===== config.mk =====
export PLATFORM = sky130hd
export DESIGN_NAME = sihs_ctrl
export DESIGN_NICKNAME = d
export VERILOG_FILES = /design/src/design/sihs_pkg.sv /design/src/design/sihs_ctrl.sv
export SDC_FILE = /design/constraint.sdc
export NUM_CORES = 1
export LEC_CHECK = 0
export BUFFER_PORTS_ARGS = -buffer_cell sky130_fd_sc_hd__buf_4
export CAP_MARGIN = 5
export CORE_AREA = 2 2 39 41
export DETAILED_ROUTE_END_ITERATION = 6
export DIE_AREA = 0 0 41 43
export REMOVE_ABC_BUFFERS = 1
export SYNTH_ARGS = -nofsm -noshare
export SYNTH_HDL_FRONTEND = slang
export SYNTH_SLANG_ARGS = --single-unit

===== constraint.sdc =====
create_clock -name clk -period 0.85 [get_ports clk]
set_input_delay 0.0425 -clock clk [delete_from_list [all_inputs] [get_ports clk]]
set_output_delay 0.0425 -clock clk [all_outputs]
set_load 0.1 [all_outputs]

===== src/design/sihs_pkg.sv =====
// Package for the small integer histogram store.
// Holds table sizing, request and state codes, controller/datapath structs
// and the saturating count helpers. No dependencies.
`timescale 1ns / 1ps

package sihs_pkg;

  localparam int TABLE_DEPTH = 16384;
  localparam int COUNT_BITS  = 32;
  localparam int SLOT_BITS   = $clog2(TABLE_DEPTH);

  localparam logic [COUNT_BITS-1:0] COUNT_MAX    = '1;
  localparam logic [14:0]           DISTINCT_MAX = 15'h7fff;

  localparam logic signed [15:0] VALUE_LOW_RESET  = -16'sd5000;
  localparam logic signed [15:0] VALUE_HIGH_RESET = 16'sd5000;

  // Configuration register indexes.
  localparam logic CFG_VALUE_LOW  = 1'b0;
  localparam logic CFG_VALUE_HIGH = 1'b1;

  typedef enum logic [2:0] {
    REQ_ADD    = 3'd0,
    REQ_QUERY  = 3'd1,
    REQ_SELECT = 3'd2,
    REQ_MERGE  = 3'd3,
    REQ_CLEAR  = 3'd4
  } req_t;

  typedef enum logic [2:0] {
    ST_INIT,
    ST_IDLE,
    ST_MODIFY,
    ST_SELECT,
    ST_CLEAR
  } state_t;

  // Commands from the controller to the datapath.
  typedef struct packed {
    logic accept;      // capture a request and read its slot
    logic modify;      // finish a read-modify-write request
    logic sel_step;    // one step of the select walk
    logic sel_finish;  // select result is ready
    logic clr_step;    // write zero at the clear cursor
    logic clr_finish;  // last clear write, report the result
  } cmd_t;

  // Status from the datapath to the controller.
  typedef struct packed {
    logic clr_last;    // clear cursor sits on the last slot
    logic sel_done;    // select walk has a hit or ran out of slots
  } status_t;

  // Saturating add of an external count into a table counter.
  function automatic logic [COUNT_BITS-1:0] sat_add(input logic [COUNT_BITS-1:0] a,
                                                    input logic [31:0] b);
    logic [64:0] sum;
    sum = 65'(a) + 65'(b);
    if (sum > 65'(COUNT_MAX)) begin
      return COUNT_MAX;
    end
    return sum[COUNT_BITS-1:0];
  endfunction

  // Low 32 bits of a counter, zero extended when the counter is narrower.
  function automatic logic [31:0] low_count(input logic [COUNT_BITS-1:0] c);
    logic [63:0] w;
    w = 64'(c);
    return w[31:0];
  endfunction

endpackage


===== src/design/sihs_ctrl.sv =====
// Controller state machine of the small integer histogram store.
// Sequences request accept, read-modify-write, select walk and clear sweep.
// Depends on sihs_pkg.
`timescale 1ns / 1ps

module sihs_ctrl
  import sihs_pkg::*;
(
  input  logic       clk,
  input  logic       rst_n,
  input  logic       start,
  input  logic [2:0] req_type,
  input  status_t    status,
  output logic       busy,
  output cmd_t       cmd
);

  state_t state_r, state_nxt;
  logic   accept;
  req_t   req;

  assign accept = start && (state_r == ST_IDLE);
  assign req    = req_t'(req_type);

  always_ff @(posedge clk) begin
    if (!rst_n) begin
      state_r <= ST_INIT;
    end else begin
      state_r <= state_nxt;
    end
  end

  always_comb begin
    state_nxt = state_r;
    unique case (state_r)
      ST_INIT: begin
        if (status.clr_last) state_nxt = ST_IDLE;
      end
      ST_IDLE: begin
        if (accept) begin
          unique case (req)
            REQ_SELECT: state_nxt = ST_SELECT;
            REQ_CLEAR:  state_nxt = ST_CLEAR;
            default:    state_nxt = ST_MODIFY;
          endcase
        end
      end
      ST_MODIFY: state_nxt = ST_IDLE;
      ST_SELECT: begin
        if (status.sel_done) state_nxt = ST_IDLE;
      end
      ST_CLEAR: begin
        if (status.clr_last) state_nxt = ST_IDLE;
      end
      default: state_nxt = ST_INIT;
    endcase
  end

  always_comb begin
    cmd  = '0;
    busy = 1'b1;
    unique case (state_r)
      ST_INIT: begin
        cmd.clr_step = 1'b1;
      end
      ST_IDLE: begin
        busy       = 1'b0;
        cmd.accept = start;
      end
      ST_MODIFY: begin
        cmd.modify = 1'b1;
      end
      ST_SELECT: begin
        cmd.sel_step   = 1'b1;
        cmd.sel_finish = status.sel_done;
      end
      ST_CLEAR: begin
        cmd.clr_step   = 1'b1;
        cmd.clr_finish = status.clr_last;
      end
      default: begin
        busy = 1'b1;
      end
    endcase
  end

endmodule


==> summary.md <==
| Metric | Value |
|---|---|
| Status | `finished, violations left` |
| Failing checks | `setup timing` |
| Design area | `553 µm²` |
| Hold_ws | `0.0682 ns` |
| Finished Layout Cells | `65` |
| Critical Path RT | `between 0.8 and 0.9 ns` |
| CTS Buffer Depth | `2` |
| Fraction of layout cells with a size suffix above 1 | `77.6%` |
| Crit. End Element | `primary output` |
| Synth Warn # | `0` |
| Gr usage total | `9.51%` |
| Die width | `41 µm` |
| Synth Area in Compound Gates | `14.7%` |
| Post-placement cell area | `358 µm²` |
| Worst hold path depth | `3` |
| CTS sink count | `3` |
| Largest net degree at the start of global routing | `6` |
| Vias in the first global route | `between 200 and 300` |
| Clock Skew | `about 0.0014 ns` |
| Initial Util | `between 10% and 20%` |
| Layout net count | `58` |
| Routability cong. | `0.599` |
| Post-DR wirelength/cell | `between 10 and 15 µm` |
| Total negative slack | `-2.30 ns` |
| PortBufs | `14` |
| Tcrit/Tclk final | `142%` |
| Post-DRT Antenna Nets | `0` |
| CTS tree | `built` |
| Iteration-0 DRC Markers | `5` |
| Cell Rows | `14` |
| Post-Synthesis Cells | `25` |
| GRT met2 Usage | `16.3%` |
| Period minus WS final | `1.20 ns` |
| Critical Path AT | `approximately 1.2 ns` |
| Largest family of logic cells by synthesized area | `simple AND/OR/NAND/NOR gates` |
| Synth Area in XOR/XNOR | `0%` |
| Worst setup margin | `-0.354 ns` |
| Post-synth top cells | `dfxtp_1, inv_1, nor2_1` |
| First-pass GRT wire length | `1010 µm` |
| Pleak | `0.246 nW` |
| I/O pin total | `15` |
| Synth Area in Simple Gates | `44.9%` |
| Top FF cell, synth | `dfxtp_1` |
| Die area | `0.00176 mm²` |
| Adder-Cell Fraction of Synth Area | `0%` |
| Total power | `0.000788 W` |
| Max Freq | `0.830 GHz` |
| Max rail drop VDD | `0.000536 V` |
| Setup violators final | `10` |
| Synthesized area | `just under 200 µm²` |
| Critical path class | `reg -> out` |
| Sequential share of the synthesized area | `30.8%` |
| Met1 Use GR | `7.01%` |
| CTS H-Tree Depth | `1` |
| Post-synth EDFFs | `0` |
| Antenna diodes | `0` |
| DR vias/cell | `4.29` |
| Yosys cell types | `18` |
| Worst R2R Path Depth | `3` |
| CTS Hold Bufs | `0` |
| DRC | `0` |
| Syn Area/Cell | `7.81 µm²` |
| Multiplexer share of the synthesized area | `0%` |
| Initial antenna violation count | `0` |
| Crit-path max FO | `4` |
| GRT busiest layer | `met2` |
| Worst Setup Start Kind | `flip-flop` |
| HP Class | `in -> reg` |
| CTS Root Cell | `clkbuf_4` |
| Worst-Margin Slew | `0.454 ns` |
| Total Wirelength | `744 µm` |
| Largest cells by area after synthesis | `dfxtp_1, and3_2, and4bb_2, inv_1, nor2_1` |
| Post-Place Cells | `60` |
| Synth Register Bits | `3` |
| Count of final hold-check violations | `0` |
| Max-cap violations | `0` |
| Max-slew headroom | `69.7%` |
| Gr ovfl total | `0` |
| Skew-Pair Late Insertion Delay | `0.23 ns` |
| Final Max Tran Viols | `0` |
| 1st-pass router iterations | `2` |
| Vias | `approximately 280` |
| Leading area contributor after synthesis | `dfxtp_1` |
| Core box area | `0.00138 mm²` |
| Yosys top cell area share | `30.8%` |
| Power per cell area | `between 1000 and 1500 mW/mm²` |
| Clock transition at the registers of the reported paths | `0.04 ns` |
| Max reg flops | `3` |
| Register with the most flip-flops | `state_r` |
| Syn-to-layout area delta | `183%` |
| Regs by FF count | `state_r (3)` |
| Met3 GRT Util | `4.71%` |
| Num CTS Buffers | `3` |
| RSZ-0062 raised after global routing | `yes` |
| Async SR Flop Fraction | `0%` |
| Die height | `43 µm` |
==> power by group <==
group	internal (W)	switching, W	leakage, nW	total, W
registers	0.000150	0.0000150	0.0264	0.000165
logic	0.000158	0.000221	0.205	0.000379
clock network	0.000176	0.0000692	0.0150	0.000245
total	0.000483	0.000305	0.246	0.000788
==> timing repair <==
item                                    CTS  global route
pin swaps                                 5             3
endpoints found under the hold margin     0             0
endpoints found under the setup margin   10            10
buffers inserted                          1             0
gates resized for setup                  34             7
==> cells by family (layout without fill, tap and decap cells) <==
group | count (synthesis) | in the layout
simple gates | 14 | 14
compound gates | 4 | 4
buf+inv | 4 | 28
flops | 3 | 3
==> cell usage in the layout, fill, tap and decap left out, drive strengths merged <==
cell / Yosys / routed
o41ai: 1 / 1
a32oi: 1 / 1
buf: 1 / 21
nand3: 1 / 1
clkbuf: 0 / 4
and2b: 1 / 1
and2: 1 / 1
a21oi: 1 / 1
o22ai: 1 / 1
nand2: 1 / 1
nor2: 3 / 3
inv: 3 / 3
and4bb: 1 / 1
dfxtp: 3 / 3
nor3b: 1 / 1
and3: 3 / 3
nor3: 1 / 1
nand2b: 1 / 1
==> path summary, 6_finish.rpt <==
| check | startpoint | to | slack (ns) |
|---|---|---|---|
| hold reg to reg | state_r[2] | state_r[0] | 0.58 |
| setup reg to reg | state_r[1] | state_r[2] | -0.11 |
| hold / removal | status[1] | state_r[0] | 0.07 |
| setup / recovery | state_r[2] | cmd[2] | -0.35 |
==> per-layer routing <==
metal	vias to the layer above	part of all wire, %
met5	-	0
met4	0	0.81
met3	2	5.5
met2	10	58
met1	130	35
li1	137	-
==> layout make-up <==
type	count	area [µm²]
timing repair buffer	21	253
inverter	3	11.3
tap	16	20.0
fill	137	831
multi-input combinational	18	174
clock buffer	4	26.3
sequential	3	68.8
==> worst max-delay path, cell delays in order (launching register included) <==
cell,delay (ns)
dfxtp_2,0.32
and2b_2,0.24
and3_4,0.20
buf_12,0.17
==> per-stage QoR <==
stage          utilization (%)  setup WS, ns
5_1_grt                   40.0        -0.394
3_5_place_dp              25.9        -0.197
2_1_floorplan                -         -1.69
6_report                  40.0        -0.354
4_1_cts                   37.6        -0.357
3_3_place_gp              25.9        -0.199
No activity file was read; power rests on OpenSTA's default activity.
